`src/rtl/keypad_code_lock_with_lockout_macros.svh`:
```
// assertion macros used by the code lock core
`ifndef KEYPAD_CODE_LOCK_WITH_LOCKOUT_MACROS_SVH
`define KEYPAD_CODE_LOCK_WITH_LOCKOUT_MACROS_SVH

// property checked on every rising clock edge outside reset
`define KCL_ASSERT(label, prop, msg) \
	label: assert property (@(posedge clk) disable iff (!arst_n) (prop)) else $error(msg);

// same-cycle implication
`define KCL_ASSERT_IMPL(label, ante, cons, msg) \
	`KCL_ASSERT(label, (ante) |-> (cons), msg)

`endif

```
`src/rtl/kcl_pkg.sv`:
```
// shared types and constants of the keypad code lock
`default_nettype none
package kcl_pkg;
	localparam int CODE_LEN = 4;
	localparam int POS_W    = 5;
	localparam int SEC_W    = 10;
	localparam int TRIAL_W  = 4;
	localparam int TMO_W    = 8;
	localparam int STAT_W   = 4;
	localparam int MODE_W   = 2;
	localparam int FUNC_W   = 2;
	localparam int CFG_IDX_W  = 2;
	localparam int CFG_DATA_W = 10;

	localparam logic [SEC_W-1:0]   SEC_MAX          = '1;
	localparam logic [TMO_W-1:0]   ENTRY_TMO_RST    = TMO_W'(10);
	localparam logic [TMO_W-1:0]   NEW_TMO_RST      = TMO_W'(30);
	localparam logic [TRIAL_W-1:0] MAX_TRIALS_RST   = TRIAL_W'(5);
	localparam logic [SEC_W-1:0]   LOCKOUT_SEC_RST  = SEC_W'(180);

	typedef enum logic [FUNC_W-1:0] {
		FUNC_DIGIT  = 2'd0,
		FUNC_TICK   = 2'd1,
		FUNC_CHANGE = 2'd2,
		FUNC_NOP    = 2'd3
	} kcl_func_t;

	typedef enum logic [STAT_W-1:0] {
		ST_NONE      = 4'd0,
		ST_DIGIT     = 4'd1,
		ST_GRANTED   = 4'd2,
		ST_WRONG     = 4'd3,
		ST_LOCKED    = 4'd4,
		ST_LOCK_OVER = 4'd5,
		ST_TIMEOUT   = 4'd6,
		ST_CHANGED   = 4'd7,
		ST_MISMATCH  = 4'd8
	} kcl_status_t;

	typedef enum logic [CFG_IDX_W-1:0] {
		REG_ENTRY_TMO   = 2'd0,
		REG_NEW_TMO     = 2'd1,
		REG_MAX_TRIALS  = 2'd2,
		REG_LOCKOUT_SEC = 2'd3
	} kcl_reg_t;

	typedef struct packed {
		logic [FUNC_W-1:0] func;
		logic              digit;
	} kcl_item_t;

	typedef struct packed {
		logic                  we;
		logic [CFG_IDX_W-1:0]  index;
		logic [CFG_DATA_W-1:0] data;
	} kcl_cfg_t;

	typedef struct packed {
		logic [STAT_W-1:0]  status;
		logic [TRIAL_W-1:0] trials_left;
		logic [SEC_W-1:0]   lock_remaining;
		logic [POS_W-1:0]   digits_entered;
		logic [MODE_W-1:0]  mode;
	} kcl_result_t;
endpackage
`default_nettype wire

```
`src/rtl/kcl_in_stage.sv`:
```
// input register stage of the code lock
`default_nettype none
module kcl_in_stage (
	input  wire logic              clk,
	input  wire logic              arst_n,
	input  wire logic              in_valid,
	output logic                   in_stall,
	input  wire kcl_pkg::kcl_item_t in_item,
	input  wire logic              advance,
	output logic                   valid_s1,
	output kcl_pkg::kcl_item_t     item_s1
);
	import kcl_pkg::*;

	// stage frees up when its transaction moves on this cycle
	assign in_stall = valid_s1 && !advance;

	always_ff @(posedge clk or negedge arst_n) begin
		if (!arst_n) begin
			valid_s1 <= 1'b0;
		end else if (!in_stall) begin
			valid_s1 <= in_valid;
		end
	end

	always_ff @(posedge clk) begin
		if (in_valid && !in_stall) begin
			item_s1 <= in_item;
		end
	end
endmodule
`default_nettype wire

```
`src/rtl/kcl_core.sv`:
```
// lock state, configuration registers and per-event update logic
`default_nettype none
`include "keypad_code_lock_with_lockout_macros.svh"
module kcl_core (
	input  wire logic               clk,
	input  wire logic               arst_n,
	input  wire kcl_pkg::kcl_cfg_t  cfg,
	input  wire logic               step,
	input  wire kcl_pkg::kcl_item_t item,
	output kcl_pkg::kcl_result_t    result
);
	import kcl_pkg::*;

	typedef enum logic [MODE_W-1:0] {
		MODE_VERIFY  = 2'd0,
		MODE_LOCKED  = 2'd1,
		MODE_NEW     = 2'd2,
		MODE_REENTER = 2'd3
	} mode_t;

	logic [TMO_W-1:0]    entry_tmo_q;
	logic [TMO_W-1:0]    new_tmo_q;
	logic [TRIAL_W-1:0]  max_trials_q;
	logic [SEC_W-1:0]    lockout_sec_q;

	mode_t               mode_q, mode_d;
	logic [POS_W-1:0]    pos_q, pos_d;
	logic [CODE_LEN-1:0] entered_q, entered_d;
	logic [CODE_LEN-1:0] first_q, first_d;
	logic [CODE_LEN-1:0] stored_q, stored_d;
	logic [TRIAL_W-1:0]  trials_q, trials_d;
	logic [SEC_W-1:0]    sec_q, sec_d;
	kcl_status_t         status_d;

	logic [POS_W-1:0]    pos_cur;
	logic [POS_W-1:0]    pos_inc;
	logic [CODE_LEN-1:0] code_new;
	logic [SEC_W-1:0]    sec_inc;
	logic [TMO_W-1:0]    limit;

	// configuration registers
	always_ff @(posedge clk or negedge arst_n) begin
		if (!arst_n) begin
			entry_tmo_q   <= ENTRY_TMO_RST;
			new_tmo_q     <= NEW_TMO_RST;
			max_trials_q  <= MAX_TRIALS_RST;
			lockout_sec_q <= LOCKOUT_SEC_RST;
		end else if (cfg.we) begin
			unique case (kcl_reg_t'(cfg.index))
				REG_ENTRY_TMO:   entry_tmo_q   <= cfg.data[TMO_W-1:0];
				REG_NEW_TMO:     new_tmo_q     <= cfg.data[TMO_W-1:0];
				REG_MAX_TRIALS:  max_trials_q  <= cfg.data[TRIAL_W-1:0];
				REG_LOCKOUT_SEC: lockout_sec_q <= cfg.data[SEC_W-1:0];
				default: ;
			endcase
		end
	end

	assign pos_cur = (pos_q >= POS_W'(CODE_LEN)) ? '0 : pos_q;
	assign pos_inc = pos_cur + POS_W'(1);
	assign sec_inc = (sec_q == SEC_MAX) ? sec_q : sec_q + SEC_W'(1);
	assign limit   = (mode_q == MODE_NEW) ? new_tmo_q : entry_tmo_q;

	always_comb begin
		for (int i = 0; i < CODE_LEN; i++) begin
			code_new[i] = entered_q[i] | (item.digit && (pos_cur == POS_W'(i)));
		end
	end

	always_comb begin
		mode_d    = mode_q;
		pos_d     = pos_q;
		entered_d = entered_q;
		first_d   = first_q;
		stored_d  = stored_q;
		trials_d  = trials_q;
		sec_d     = sec_q;
		status_d  = ST_NONE;
		unique case (kcl_func_t'(item.func))
			FUNC_DIGIT: begin
				if (mode_q == MODE_LOCKED) begin
					status_d = ST_LOCKED;
				end else if (pos_inc != POS_W'(CODE_LEN)) begin
					entered_d = code_new;
					pos_d     = pos_inc;
					sec_d     = '0;
					status_d  = ST_DIGIT;
				end else begin
					// last digit closes the session
					pos_d     = '0;
					entered_d = '0;
					sec_d     = '0;
					unique case (mode_q)
						MODE_VERIFY: begin
							if (code_new == stored_q) begin
								trials_d = max_trials_q;
								status_d = ST_GRANTED;
							end else if (trials_q <= TRIAL_W'(1)) begin
								trials_d = '0;
								mode_d   = MODE_LOCKED;
								status_d = ST_LOCKED;
							end else begin
								trials_d = trials_q - TRIAL_W'(1);
								status_d = ST_WRONG;
							end
						end
						MODE_NEW: begin
							first_d  = code_new;
							mode_d   = MODE_REENTER;
							status_d = ST_DIGIT;
						end
						default: begin
							if (code_new == first_q) begin
								stored_d = code_new;
								mode_d   = MODE_VERIFY;
								status_d = ST_CHANGED;
							end else begin
								mode_d   = MODE_NEW;
								status_d = ST_MISMATCH;
							end
						end
					endcase
				end
			end
			FUNC_TICK: begin
				if (mode_q == MODE_LOCKED) begin
					if (sec_inc >= lockout_sec_q) begin
						mode_d    = MODE_VERIFY;
						pos_d     = '0;
						entered_d = '0;
						sec_d     = '0;
						trials_d  = max_trials_q;
						status_d  = ST_LOCK_OVER;
					end else begin
						sec_d = sec_inc;
					end
				end else if (pos_q == '0) begin
					if (sec_inc > SEC_W'(limit)) begin
						mode_d    = MODE_VERIFY;
						entered_d = '0;
						sec_d     = '0;
						status_d  = ST_TIMEOUT;
					end else begin
						sec_d = sec_inc;
					end
				end
			end
			FUNC_CHANGE: begin
				if (mode_q == MODE_LOCKED) begin
					status_d = ST_LOCKED;
				end else begin
					mode_d    = MODE_NEW;
					pos_d     = '0;
					entered_d = '0;
					sec_d     = '0;
				end
			end
			FUNC_NOP: ;
			default: ;
		endcase
	end

	always_comb begin
		result.status         = status_d;
		result.trials_left    = trials_d;
		result.digits_entered = pos_d;
		result.mode           = mode_d;
		result.lock_remaining = '0;
		if (mode_d == MODE_LOCKED && lockout_sec_q > sec_d) begin
			result.lock_remaining = lockout_sec_q - sec_d;
		end
	end

	always_ff @(posedge clk or negedge arst_n) begin
		if (!arst_n) begin
			mode_q    <= MODE_VERIFY;
			pos_q     <= '0;
			entered_q <= '0;
			first_q   <= '0;
			stored_q  <= '0;
			trials_q  <= MAX_TRIALS_RST;
			sec_q     <= '0;
		end else if (step) begin
			mode_q    <= mode_d;
			pos_q     <= pos_d;
			entered_q <= entered_d;
			first_q   <= first_d;
			stored_q  <= stored_d;
			trials_q  <= trials_d;
			sec_q     <= sec_d;
		end
	end

	`KCL_ASSERT_IMPL(a_locked_no_trials, mode_q == MODE_LOCKED, trials_q == '0, "trials left while locked")
	`KCL_ASSERT_IMPL(a_locked_no_digits, mode_q == MODE_LOCKED, pos_q == '0, "digits held while locked")
	`KCL_ASSERT(a_pos_range, pos_q < POS_W'(CODE_LEN), "digit position out of range")
	`KCL_ASSERT_IMPL(a_idle_after_digit, pos_q != '0, sec_q == '0, "idle count running mid-session")
endmodule
`default_nettype wire

```
`src/rtl/kcl_out_stage.sv`:
```
// result register of the code lock
`default_nettype none
module kcl_out_stage (
	input  wire logic                 clk,
	input  wire logic                 arst_n,
	input  wire logic                 load,
	input  wire kcl_pkg::kcl_result_t result_in,
	input  wire logic                 out_stall,
	output logic                      out_valid,
	output logic                      ready,
	output kcl_pkg::kcl_result_t      result_q
);
	import kcl_pkg::*;

	// room when empty or when the held transaction leaves now
	assign ready = !out_valid || !out_stall;

	always_ff @(posedge clk or negedge arst_n) begin
		if (!arst_n) begin
			out_valid <= 1'b0;
		end else if (ready) begin
			out_valid <= load;
		end
	end

	always_ff @(posedge clk) begin
		if (load) begin
			result_q <= result_in;
		end
	end
endmodule
`default_nettype wire

```
`src/rtl/keypad_code_lock_with_lockout.sv`:
```
// top level of the keypad code lock with trial counting and lockout
//
//   channel | direction | handshake            | payload
//   --------+-----------+----------------------+------------------------------------------
//   in      | to lock   | in_valid / in_stall  | func, digit
//   out     | from lock | out_valid / out_stall| status, trials_left, lock_remaining,
//           |           |                      | digits_entered, mode
//   cfg     | to lock   | cfg_we               | cfg_index, cfg_data
//
// one transaction per cycle sustained while out_stall is low; path runs input register to result register
// the whole state update is a single short pass through the core, so the next event sees it
// reset (arst_n low) empties both stages and loads the register defaults and lock state
// out_stall holds the result register and, once the input register is also full, raises in_stall
// the input register keeps taking a transaction while a finished result waits to be taken
`default_nettype none
module keypad_code_lock_with_lockout (
	input  wire logic                           clk,
	input  wire logic                           arst_n,
	// event channel
	input  wire logic                           in_valid,
	output logic                                in_stall,
	input  wire logic [kcl_pkg::FUNC_W-1:0]     func,
	input  wire logic                           digit,
	// result channel
	output logic                                out_valid,
	input  wire logic                           out_stall,
	output logic [kcl_pkg::STAT_W-1:0]          status,
	output logic [kcl_pkg::TRIAL_W-1:0]         trials_left,
	output logic [kcl_pkg::SEC_W-1:0]           lock_remaining,
	output logic [kcl_pkg::POS_W-1:0]           digits_entered,
	output logic [kcl_pkg::MODE_W-1:0]          mode,
	// register writes
	input  wire logic                           cfg_we,
	input  wire logic [kcl_pkg::CFG_IDX_W-1:0]  cfg_index,
	input  wire logic [kcl_pkg::CFG_DATA_W-1:0] cfg_data
);
	import kcl_pkg::*;

	kcl_item_t   in_item;
	kcl_item_t   item_s1;
	logic        valid_s1;
	logic        out_ready;
	logic        step;
	kcl_cfg_t    cfg;
	kcl_result_t result_d;
	kcl_result_t result_q;

	assign in_item.func  = func;
	assign in_item.digit = digit;

	assign cfg.we    = cfg_we;
	assign cfg.index = cfg_index;
	assign cfg.data  = cfg_data;

	// an event commits to lock state exactly when it moves into the result register
	assign step = valid_s1 && out_ready;

	kcl_in_stage u_in (
		.clk      (clk),
		.arst_n   (arst_n),
		.in_valid (in_valid),
		.in_stall (in_stall),
		.in_item  (in_item),
		.advance  (out_ready),
		.valid_s1 (valid_s1),
		.item_s1  (item_s1)
	);

	kcl_core u_core (
		.clk    (clk),
		.arst_n (arst_n),
		.cfg    (cfg),
		.step   (step),
		.item   (item_s1),
		.result (result_d)
	);

	kcl_out_stage u_out (
		.clk       (clk),
		.arst_n    (arst_n),
		.load      (step),
		.result_in (result_d),
		.out_stall (out_stall),
		.out_valid (out_valid),
		.ready     (out_ready),
		.result_q  (result_q)
	);

	assign status         = result_q.status;
	assign trials_left    = result_q.trials_left;
	assign lock_remaining = result_q.lock_remaining;
	assign digits_entered = result_q.digits_entered;
	assign mode           = result_q.mode;
endmodule
`default_nettype wire

```
`config.mk`:
```
export PLATFORM = sky130hd
export DESIGN_NAME = keypad_code_lock_with_lockout
export DESIGN_NICKNAME = d
export VERILOG_FILES = /design/src/rtl/kcl_pkg.sv /design/src/rtl/kcl_in_stage.sv /design/src/rtl/kcl_core.sv /design/src/rtl/kcl_out_stage.sv /design/src/rtl/keypad_code_lock_with_lockout.sv
export VERILOG_INCLUDE_DIRS = /design/src /design/src/rtl
export SDC_FILE = /design/constraint.sdc
export NUM_CORES = 1
export LEC_CHECK = 0
export CAP_MARGIN = 20
export CORE_MARGIN = 2
export CORE_UTILIZATION = 58
export DETAILED_ROUTE_END_ITERATION = 7
export DONT_BUFFER_PORTS = 1
export PLACE_DENSITY = 0.75
export SYNTH_ARGS = -nofsm -noshare
export SYNTH_HDL_FRONTEND = slang
export SYNTH_SLANG_ARGS = --single-unit
```
`constraint.sdc`:
```
create_clock -name clk -period 5 [get_ports clk]
set_input_delay 1 -clock clk [delete_from_list [all_inputs] [get_ports clk]]
set_output_delay 1 -clock clk [all_outputs]
set_load 0.05 [all_outputs]
```
* Word-level counts from Yosys, hierarchy flattened
Cells that the tools add are included.
** Storage, ports and cells
- Register bits :: 93
- Bits in latches :: 0
- RAM bits :: 0
- ROM bits :: 0
- Input bits :: 20
- Output and inout bits :: 27
- Memories kept :: 0
** Operators by class
- $add $sub $neg :: 4
- $mul :: 0
- Divide/modulo/power cells :: 0
- $lt $le $gt $ge :: 5
- Eq/ne operators :: 20
- Shift-type cells :: 0
- Mux-type cells :: 55
- Bitwise operators :: 7
- Reductions and logical operators :: 28
** Operator list (number)
- 4-bit two-way mux :: 20
- 10-bit two-way mux :: 6
- 5-bit two-way mux :: 6
- 4-bit case mux with 3 select lines :: 2
- 2-bit two-way mux :: 10
- 10-bit case mux with 2 select lines :: 1
- 4-bit case mux with 2 select lines :: 2
- 5-bit case mux with 3 select lines :: 1
- 3-bit two-way mux :: 4
- 10-bit by 1-bit adder with 10-bit output, second input constant :: 1
- 10-bit == test, second input constant :: 1
- 5-bit by 2-bit == test with 1-bit output, second input constant :: 2
- 10-bit greater-or-equal comparator :: 1
- 10-bit greater-than comparator :: 1
- 10-bit by 8-bit greater-than comparator with 1-bit output :: 1
- 5-bit zero test :: 2
- 10-bit subtractor :: 1
- 2-bit by 1-bit == test with 1-bit output, second input constant :: 4
- 2-bit == test, second input constant :: 4
- 4-bit == test :: 2
- 1-bit logical AND :: 8
- 8-bit two-way mux :: 1
- 2-bit AND reduction :: 4
- 7-bit AND reduction :: 1
- other kinds (20) :: 33

* Depth between registers and ports, before layout
Gate-level depths: netlist of run 1.
- Word-level depth :: 13
- Mapped depth :: 25

* Hierarchy
Synthesis of run 1 repeated with hierarchy kept, for this count alone.
** Second synthesis, totals
- Cell total of the unflattened synthesis :: 575
- Area total of the unflattened synthesis :: 5816.8 sq um
** By module, submodules not included
- kcl_core :: instances 1, cells an instance 538, area an instance 4875.9 sq um, sequential area each 1594.0 sq um
- kcl_out_stage :: instances 1, cells an instance 28, area an instance 787.0 sq um, sequential area each 775.7 sq um
- kcl_in_stage :: instances 1, cells an instance 8, area an instance 147.6 sq um, sequential area each 115.1 sq um
- keypad_code_lock_with_lockout :: instances 1, cells an instance 1, area an instance 6.3 sq um, sequential area each 0.0 sq um

* Worst setup path before layout of run 1
No wires, ideal clock.
- Kind :: flip-flop to flip-flop
- Start point :: reg u_core.sec_q[0]
- End point :: reg, netlist name u_out.result_q[10]
- Library setup time :: 0.257 ns
- Data arrival time :: 4.685 ns
- Required time :: 4.743 ns
- Path slack :: 0.058 ns
- Stages on the path, launching flop included :: 24
- Path buffers :: 1
- Period minus slack after synthesis :: 4.942 ns
- Cell sequence :: dfrtp_1 -> ha_1 -> clkbuf_2 -> nand4_2 -> nand2_1 -> or3_1 -> xnor2_1 -> ha_1 -> a211o_1 -> a211oi_1 -> o21ai_0 -> o21ai_0 -> a31o_2 -> a22o_1 -> ha_1 -> inv_1 -> fa_1 -> a21o_1 -> nor2b_1 -> a21oi_1 -> and3b_1 -> o31ai_1 -> nand4b_4 -> nor2_1
** On the way
- Word-level cells in the longest chain between the ends :: 9
** RTL lines
- start, declared :: line kcl_core.sv:32 : logic [SEC_W-1:0] sec_q, sec_d;
- start signal, assigned :: line kcl_core.sv:182 : sec_q <= '0;
- start signal, assigned :: line kcl_core.sv:190 : sec_q <= sec_d;
- 10-bit by 1-bit adder with 10-bit output or 10-bit == test (tied branches) :: line kcl_core.sv:61 : assign sec_inc = (sec_q == SEC_MAX) ? sec_q : sec_q + SEC_W'(1);
- 10-bit two-way mux :: line kcl_core.sv:61
- 10-bit by 8-bit greater-than comparator with 1-bit output :: line kcl_core.sv:138 : if (sec_inc > SEC_W'(limit)) begin
- 10-bit two-way mux :: line kcl_core.sv:138
- 10-bit two-way mux :: line kcl_core.sv:137 : end else if (pos_q == '0) begin
- 10-bit two-way mux :: line kcl_core.sv:126 : if (mode_q == MODE_LOCKED) begin
- 10-bit case mux with 2 select lines (*) :: line kcl_core.sv:79 : unique case (kcl_func_t'(item.func))
- named net u_core.sec_d[0] :: line kcl_core.sv:32
- 10-bit greater-than comparator :: line kcl_core.sv:169 : if (mode_d == MODE_LOCKED && lockout_sec_q > sec_d) begin
- 1-bit logical AND :: line kcl_core.sv:169
The timed path passes the listed nets; every way through them passes the cells marked *.
A chain may end at the register's enable or synchronous reset.

* Worst setup path after layout of run 1
- Start point :: reg u_core.sec_q[6]
- End point :: reg, netlist name u_out.result_q[16]
** On the way
- Word-level cells in the longest chain between the ends :: 9
** RTL lines (line)
- 10-bit by 1-bit adder with 10-bit output or 10-bit == test (tied branches) :: kcl_core.sv:61
- 10-bit two-way mux :: kcl_core.sv:61
- 10-bit by 8-bit greater-than comparator with 1-bit output :: kcl_core.sv:138
- 10-bit two-way mux or 2-bit two-way mux (tied branches) :: kcl_core.sv:138
- 10-bit two-way mux or 2-bit two-way mux (tied branches) :: kcl_core.sv:137
- 10-bit two-way mux or 2-bit two-way mux (tied branches) :: kcl_core.sv:126
- 10-bit case mux with 2 select lines or 2-bit case mux with 3 select lines (tied branches) :: kcl_core.sv:79
- 10-bit greater-than comparator or 2-bit by 1-bit == test with 1-bit output (tied branches) :: kcl_core.sv:169
- 1-bit logical AND :: kcl_core.sv:169
Parallel ways exist; a longest one is shown, timed or not.

==> results of run 1 <==
-- state kept, by name (all words and copies together) (netlist names), 2 cells and up --
register / cells
u_core.new_tmo_q: 8
u_core.entered_q: 4
u_core.mode_q: 2
u_core.entry_tmo_q: 8
u_core.first_q: 4
u_in.item_s1: 3
u_core.lockout_sec_q: 10
u_core.stored_q: 4
u_core.sec_q: 10
u_core.trials_q: 4
u_out.result_q: 25
u_core.max_trials_q: 4
u_core.pos_q: 5
-- routing by layer --
layer	part of all wire, %	vias to the layer above
met2	47	138
li1	-	2045
met1	46	2122
met5	0	-
met3	4.9	22
met4	1.8	0
-- metrics by stage --
stage,cells,worst slack (ns)
finish,706,0.3068
global route,706,0.006773
CTS,702,0.04084
detailed placement,686,-0.03632
global placement,686,0.09218
floorplan,544,0.05804
-- cell type report --
cell class | instances | share of cell area [%]
Multi-Input combinational cell | 412 | 50.32
Sequential cell | 93 | 39.48
Timing Repair Buffer | 26 | 3.095
Tap cell | 133 | 2.639
Clock buffer | 10 | 2.183
Inverter | 26 | 1.548
Clock inverter | 6 | 0.7341
-- synthesized netlist by cell type, types with 7 or more instances --
master,instances
sky130_fd_sc_hd__o21ai_0,23
sky130_fd_sc_hd__nor2_1,45
sky130_fd_sc_hd__dfrtp_1,51
sky130_fd_sc_hd__or3_1,9
sky130_fd_sc_hd__edfxtp_1,28
sky130_fd_sc_hd__a22o_1,9
sky130_fd_sc_hd__nand2_1,51
sky130_fd_sc_hd__and2_1,14
sky130_fd_sc_hd__nor3_1,7
sky130_fd_sc_hd__nand3_1,14
sky130_fd_sc_hd__inv_1,26
sky130_fd_sc_hd__xnor2_1,14
sky130_fd_sc_hd__mux2i_1,8
sky130_fd_sc_hd__a22oi_1,7
sky130_fd_sc_hd__a21oi_1,26
sky130_fd_sc_hd__nand2b_1,8
sky130_fd_sc_hd__xor2_1,8
sky130_fd_sc_hd__clkbuf_1,8
sky130_fd_sc_hd__mux2_2,35
sky130_fd_sc_hd__ha_1,39
sky130_fd_sc_hd__dfstp_2,14
-- worst max-delay path by stage --
stage / startpoint / to / slack [ns]
after detailed placement: u_core.sec_q[1]$_DFFE_PN0P_ / u_out.result_q[14]$_SDFFCE_PN0P_ / -0.04
after global placement: u_core.sec_q[1]$_DFFE_PN0P_ / u_out.result_q[13]$_SDFFCE_PN0P_ / 0.09
final: u_core.sec_q[6]$_DFFE_PN0P_ / u_out.result_q[16]$_SDFFCE_PN0P_ / 0.31
after floorplan: u_core.sec_q[0]$_DFFE_PN0P_ / u_out.result_q[10]$_SDFFCE_PN0P_ / 0.06
after global routing: u_core.sec_q[6]$_DFFE_PN0P_ / u_out.result_q[14]$_SDFFCE_PN0P_ / 0.007
after CTS: u_core.sec_q[5]$_DFFE_PN0P_ / u_out.result_q[16]$_SDFFCE_PN0P_ / 0.04
-- what timing repair did --
item	4_1_cts	5_1_grt
pin swaps	0	5
buffers inserted	0	3
gates resized for setup	1	26
cloned	0	1
endpoints found under the setup margin	10	10
-- worst register-to-register path: stages (launching register included) --
cell and delay (ns):
sky130_fd_sc_hd__dfrtp_2 0.46, sky130_fd_sc_hd__nand3_2 0.12, sky130_fd_sc_hd__nor2_4 0.06, sky130_fd_sc_hd__nand4_4 0.15, sky130_fd_sc_hd__nand2_1 0.09, sky130_fd_sc_hd__or3_4 0.38, sky130_fd_sc_hd__xnor2_2 0.15, sky130_fd_sc_hd__ha_1 0.33
sky130_fd_sc_hd__a211o_1 0.29, sky130_fd_sc_hd__a211oi_2 0.24, sky130_fd_sc_hd__o22ai_2 0.15, sky130_fd_sc_hd__or3_1 0.38, sky130_fd_sc_hd__a21boi_0 0.19, sky130_fd_sc_hd__ha_1 0.38, sky130_fd_sc_hd__a21o_1 0.22, sky130_fd_sc_hd__a211oi_2 0.24
sky130_fd_sc_hd__nand2_1 0.11, sky130_fd_sc_hd__a221oi_1 0.29, sky130_fd_sc_hd__xor2_1 0.17, sky130_fd_sc_hd__nor2_1 0.05
-- kinds of logic after synthesis --
family	count (synthesis)	synth area share (%)
simple gates	175	15.94
compound gates	130	16.60
flops	93	43.73
mux	43	8.344
buf+inv	40	2.774
fa+ha+maj	40	8.939
xor+xnor	23	3.677
-- power by group through the flow --
| stage | clock [mW] | combinational [mW] | sequential, mW |
|---|---|---|---|
| global route | 0.528 | 0.877 | 1.15 |
| global placement | 0 | 0.716 | 1.14 |
| detailed placement | 0 | 0.741 | 1.15 |
| floorplan | 0 | 0.566 | 1.12 |
| finish | 0.490 | 0.788 | 1.13 |
| CTS | 0.496 | 0.745 | 1.13 |
==> run_results.csv, run 1 <==
group,metric,value,unit
worst_hold_path,hold_path.class,"primary input to async pin",
critical_path,r2r_cells,19,
final_layout,multiInputGateArea,3173,sq um
synth,synth.ff_latch_count,93,
synth,syn_nets,604,
power_and_ir_drop,max-vdd-ir-drop,0.2381,mV
timing,unrepaired_setup_endpoints_after_global_routing,"no",
critical_path,crit_cells,19,
power_and_ir_drop,clkPwrFrac,20.3,%
global_routing,first_global_vias,4217,
global_routing,top_usage_layer,"met2",
place,port-buffer-count,0,
critical_path,cp_top_family,"compound AO/OA/AOI/OAI gates",
place,gp_congestion,0.9564,
timing,hold_violations,0,
final_layout,final_cell_mix,"sky130_fd_sc_hd__nand2_1, sky130_fd_sc_hd__dfrtp_1, sky130_fd_sc_hd__nor2_1",
timing,timing.final.crit_period,4.693,ns
global_routing,antenna_violations_before_repair,0,
critical_path,critPathMaxFanout,8,
synth,synth_instances,544,
timing,final.setup_skew,0.01282,ns
synth,async_reset_ff_share,69.89,%
power_and_ir_drop,power_density,382.4,nW/um^2
global_routing,grt.met1_usage,37.01,%
final_layout,layout-drive-gt1-share,23.56,%
clocking,post_cts_hold_buffer_count,0,
global_routing,grt_util_met2,41.21,%
critical_path,critical_path.cell_chain,"nand3_2, nor2_4, nand4_4, nand2_1, or3_4, xnor2_2, ha_1, a211o_1, a211oi_2, o22ai_2, or3_1, a21boi_0, ha_1, a21o_1, a211oi_2, nand2_1, a221oi_1, xor2_1, nor2_1",
final_layout,mostFrequentLayoutCell,"sky130_fd_sc_hd__nand2_1",
global_routing,global_route_wire_length_before_repair,21330,um
die,die_width,103.0,um
critical_path,worst_setup_end_kind,"register",
synth,synth_top_flop_cell,"sky130_fd_sc_hd__dfrtp_1",
die,die-area,10610,sq um
clocking,clock_tree.htree_level_count,3,
timing,final_setup_violation_count,0,
synth,yosys-top-cells-area,"sky130_fd_sc_hd__dfrtp_1, sky130_fd_sc_hd__edfxtp_1, sky130_fd_sc_hd__ha_1, sky130_fd_sc_hd__mux2_2, sky130_fd_sc_hd__dfstp_2",
job,cap_viol_max_count,0,
drt,ant_nets,0,
clocking,number_of_cts_inserted_buffers,9,
drt,detail_route.first_pass.iterations,7,
clocking,tritoncts,"done",
final_layout,fillers,799,
critical_path,cp_slowest_cell,"sky130_fd_sc_hd__dfrtp_2",
timing,slew_violations,0,
clocking,cts-root-to-sink-buffers,2,
drt,post_route_drc_violation_count,0,
power_and_ir_drop,power.share.sequential,47.0,%
synth,synth_largest_type_area_fraction,22.46,%
synth,synth-edff-count,28,
final_layout,final_net_count,628,
power_and_ir_drop,swShare,39.07,%
synth,avgSynthCellArea,10.45,sq um
drt,vias,4327,
timing,period_share,93.86,%
critical_path,r2r_start,"u_core.sec_q[6]$_DFFE_PN0P_",
synth,synth.cell_area,5683,sq um
power_and_ir_drop,p_switching,942.2,uW
global_routing,gr_ovfl_total,0,
timing,setup_tns,0,ns
die,rows,36,
critical_path,critPathKind,"register to register",
timing,max_freq,0.2131,GHz
global_routing,gr-usage-all-layers,26.41,%
synth,synth_largest_area_cell,"sky130_fd_sc_hd__dfrtp_1",
critical_path,cp.required,5.15,ns
final_layout,finalInstanceArea,6306,sq um
global_routing,maximum_number_of_pins_on_one_net_before_global_route_repair,66,
die,core-area,9639,sq um
synth,yosys.cell_types.count,71,
drt,postRouteWirelength,13230,um
final_layout,layout_overhead_on_the_synthesized_area,10.96,%
status,outcome,"completed",
timing,finalHoldWorstSlack,0.2947,ns
power_and_ir_drop,power_frac_comb,32.7,%
global_routing,grt_util_met3,4.475,%
critical_path,startpoint_type,"register",
final_layout,antenna_cells,0,
timing,worstMarginPinSlew,0.7847,ns
clocking,cts.sink_count,93,
drt,routedWlPerCell,18.74,um
power_and_ir_drop,power.total,2.412,mW
power_and_ir_drop,leakage,2.720,nW
clocking,worstSkewPairLatency,0.39,ns
drt,vias_per_cell,6.129,
die,die_y,103.0,um
synth,synth-warning-count,0,
clocking,clk_pin_slew,0.10,ns
clocking,clockRootBuffer,"sky130_fd_sc_hd__clkbuf_8",
place,placed_cell_area,5962,sq um
drt,drt_iter0_drc,280,
final_layout,layout.core_utilization,65.42,%
timing,worst_slew_margin_rel,47.29,%
final_layout,seqCellArea,2490,sq um
power_and_ir_drop,internal_power_of_the_cells,1.470,mW
synth,yosysSeqAreaShare,43.73,%
critical_path,cp_slowest_stage_delay,0.46,ns
die,start_util,58.96,%
critical_path,path_buf_inv,0,
die,io_pins,47,
place,place_hpwl,9697,um
critical_path,crit_arrival,4.84,ns
critical_path,crit-reg2reg-capture,"u_out.result_q[16]$_SDFFCE_PN0P_",
critical_path,reg2reg_setup_slack,0.31,ns
(Power assumes the default switching activity.)
==> run 2, diff against run 1 <==
- BUFFER_PORTS_ARGS: not set -> -buffer_cell sky130_fd_sc_hd__buf_4
- CORE_UTILIZATION: 58 -> 55
- DONT_BUFFER_PORTS: 1 -> not set
- GPL_TIMING_DRIVEN: not set -> 0
- PLACE_DENSITY: 0.75 -> 0.76
==> run 2 against run 1 <==
Effect of this change: clock-buffer cell count increased by 4; sequential power shrank 11%; design area grew 9.3%; combinational power is 32% higher; critical path depth grew 1; utilization rose by 2.3 points.
==> run_results.csv, run 2 (synthesized netlist as in run 1, its figures left out) <==
group,metric,value,unit
status,outcome,"completed",
power_and_ir_drop,max-vdd-ir-drop,0.2037,mV
power_and_ir_drop,power_density,371.4,nW/um^2
die,io_pins,47,
drt,drt_iter0_drc,209,
timing,timing.final.crit_period,4.805,ns
place,worst_slack_after_detailed_placement,-0.9483,ns
final_layout,largest_register_ff_count,25,
drt,routedWlPerCell,17.09,um
global_routing,global_route_wire_length_before_repair,21330,um
drt,postRouteWirelength,13160,um
drt,vias_per_cell,5.900,
critical_path,worst_setup_end_kind,"register",
final_layout,stdcell_count,770,
final_layout,final_cell_mix,"sky130_fd_sc_hd__buf_4, sky130_fd_sc_hd__nand2_1, sky130_fd_sc_hd__dfrtp_1",
timing,period_share,96.10,%
die,rows,37,
final_layout,antenna_cells,0,
power_and_ir_drop,leakage,2.989,nW
die,start_util,55.80,%
final_layout,final_net_count,689,
clocking,clk_pin_slew,0.09,ns
die,core-area,10180,sq um
timing,worst_slew_margin_rel,43.40,%
power_and_ir_drop,power_frac_comb,40.5,%
final_layout,reg_top3,"u_out.result_q x25, u_core.lockout_sec_q x10, u_core.sec_q x10",
global_routing,first_global_vias,4417,
power_and_ir_drop,clkPwrFrac,20.2,%
clocking,worstSkewPairLatency,0.36,ns
die,die_y,105.7,um
power_and_ir_drop,swShare,37.74,%
timing,post-route-worst-setup-slack,0.1949,ns
critical_path,cp.required,5.12,ns
clocking,clockRootBuffer,"sky130_fd_sc_hd__clkbuf_8",
power_and_ir_drop,power.total,2.561,mW
clocking,cts.sink_count,93,
final_layout,layout-drive-gt1-share,32.49,%
drt,post_route_drc_violation_count,0,
place,gp_congestion,0.8790,
timing,hold_violations,0,
worst_hold_path,hold_path.class,"register to register",
final_layout,mostFrequentLayoutCell,"sky130_fd_sc_hd__buf_4",
timing,slew_violations,0,
power_and_ir_drop,internal_power_of_the_cells,1.594,mW
job,cap_viol_max_count,0,
global_routing,gr-usage-all-layers,23.97,%
place,post-place-cells,727,
timing,max_freq,0.2081,GHz
drt,vias,4543,
critical_path,critPathKind,"register to register",
final_layout,fillers,816,
critical_path,crit_arrival,4.92,ns
clocking,clock_tree.htree_level_count,3,
timing,worstMarginPinSlew,0.8380,ns
global_routing,maximum_number_of_pins_on_one_net_before_global_route_repair,66,
clocking,post_cts_hold_buffer_count,0,
critical_path,critPathMaxFanout,7,
critical_path,startpoint_type,"register",
power_and_ir_drop,power.share.sequential,39.3,%
clocking,number_of_cts_inserted_buffers,9,
final_layout,layout_overhead_on_the_synthesized_area,21.33,%
clocking,cts-root-to-sink-buffers,2,
place,port-buffer-count,46,
final_layout,registers.top_by_ff_count,"u_out.result_q",
clocking,tritoncts,"done",
drt,detail_route.first_pass.iterations,5,
die,die-area,11160,sq um
timing,final.setup_skew,0.008998,ns
die,die_width,105.7,um
global_routing,gr_ovfl_total,0,
place,place_hpwl,9474,um
timing,final_setup_violation_count,0,
power_and_ir_drop,p_switching,966.5,uW
drt,ant_nets,0,
global_routing,antenna_violations_before_repair,0,
[run 2: cell count changes in the layout (fill, tap and decap cells not counted), sizes merged]
cell / change
buf: +53
clkinvlp: -1
clkbuf: +12
clkinv: -1
inv: -2
[run 2: critical path, stage by stage, from the launching register on]
cell and delay (ns):
sky130_fd_sc_hd__dfrtp_2 0.45, sky130_fd_sc_hd__ha_2 0.25, sky130_fd_sc_hd__nand4_4 0.12, sky130_fd_sc_hd__nand2_1 0.09
sky130_fd_sc_hd__or3_4 0.40, sky130_fd_sc_hd__xnor2_4 0.22, sky130_fd_sc_hd__ha_4 0.23, sky130_fd_sc_hd__a211o_1 0.29
sky130_fd_sc_hd__a211oi_4 0.26, sky130_fd_sc_hd__buf_4 0.16, sky130_fd_sc_hd__o22ai_4 0.06, sky130_fd_sc_hd__or3_1 0.38
sky130_fd_sc_hd__a21boi_2 0.20, sky130_fd_sc_hd__fa_2 0.42, sky130_fd_sc_hd__a21o_1 0.20, sky130_fd_sc_hd__nor2b_1 0.14
sky130_fd_sc_hd__a21oi_2 0.13, sky130_fd_sc_hd__and3b_2 0.24, sky130_fd_sc_hd__o31ai_4 0.11, sky130_fd_sc_hd__nand4b_4 0.16
sky130_fd_sc_hd__nor2_2 0.05
[run 2: timing repair]
action / 4_1_cts / 5_1_grt
setup buffers: 8 / 19
cloned: 1 / 0
pin swaps: 7 / 17
resized for setup: 26 / 32
hold endpoints to repair: 0 / 0
endpoints found under the setup margin: 10 / 10
[run 2: worst paths after layout]
check	start	endpoint	slack, ns	cells after the start
setup / recovery	u_core.sec_q[1]$_DFFE_PN0P_	u_out.result_q[11]$_SDFFCE_PN0P_	0.19	20
hold / removal	u_in.valid_s1$_DFFE_PN0N_	u_out.out_valid$_DFFE_PN0N_	0.51	1
setup reg to reg	u_core.sec_q[1]$_DFFE_PN0P_	u_out.result_q[11]$_SDFFCE_PN0P_	0.19	20
hold reg to reg	u_in.valid_s1$_DFFE_PN0N_	u_out.out_valid$_DFFE_PN0N_	0.51	1
max in group asynchronous	arst_n	u_core.sec_q[6]$_DFFE_PN0P_	3.67	1
min in group asynchronous	arst_n	u_out.out_valid$_DFFE_PN0N_	0.74	1
[run 2: metrics by stage]
stage	hold slack (ns)	cell area (sq um)	TNS (ns)	util (%)
floorplan	0.4574	5683	0	-
detailed placement	0.4820	6203	-9.344	60.91
CTS	0.5078	6610	0	64.90
global route	0.5206	6895	-0.08346	67.70
finish	0.5065	6895	0	67.70
global placement	0.4777	6198	-8.970	60.86
[run 2: power by group through the flow]
stage | logic (mW) | registers (mW) | clock network [mW]
2_1_floorplan | 0.566 | 1.12 | 0
5_1_grt | 1.13 | 1.02 | 0.554
6_report | 1.04 | 1.01 | 0.517
3_5_place_dp | 0.907 | 1.02 | 0
3_3_place_gp | 0.876 | 1.02 | 0
4_1_cts | 0.965 | 1.01 | 0.524
[run 2: routing by layer]
layer  global-route usage [%]  part of all wire [%]  vias to the layer above
li1                         -                     -                     2164
met1                    32.26                    44                     2225
met2                    38.80                    48                      127
met3                    4.020                   5.2                       27
met4                    9.492                   2.1                        0
met5                        0                     0                        -
[run 2: layout make-up]
class | count | area (sq um) | share of cell area, %
Tap cell | 136 | 170.2 | 2.468
Multi-Input combinational cell | 412 | 3293 | 47.76
Clock buffer | 14 | 195.2 | 2.831
Sequential cell | 93 | 2492 | 36.15
Inverter | 26 | 97.59 | 1.415
Clock inverter | 2 | 13.76 | 0.1996
Buffer | 12 | 52.55 | 0.7621
Timing Repair Buffer | 75 | 580.6 | 8.420
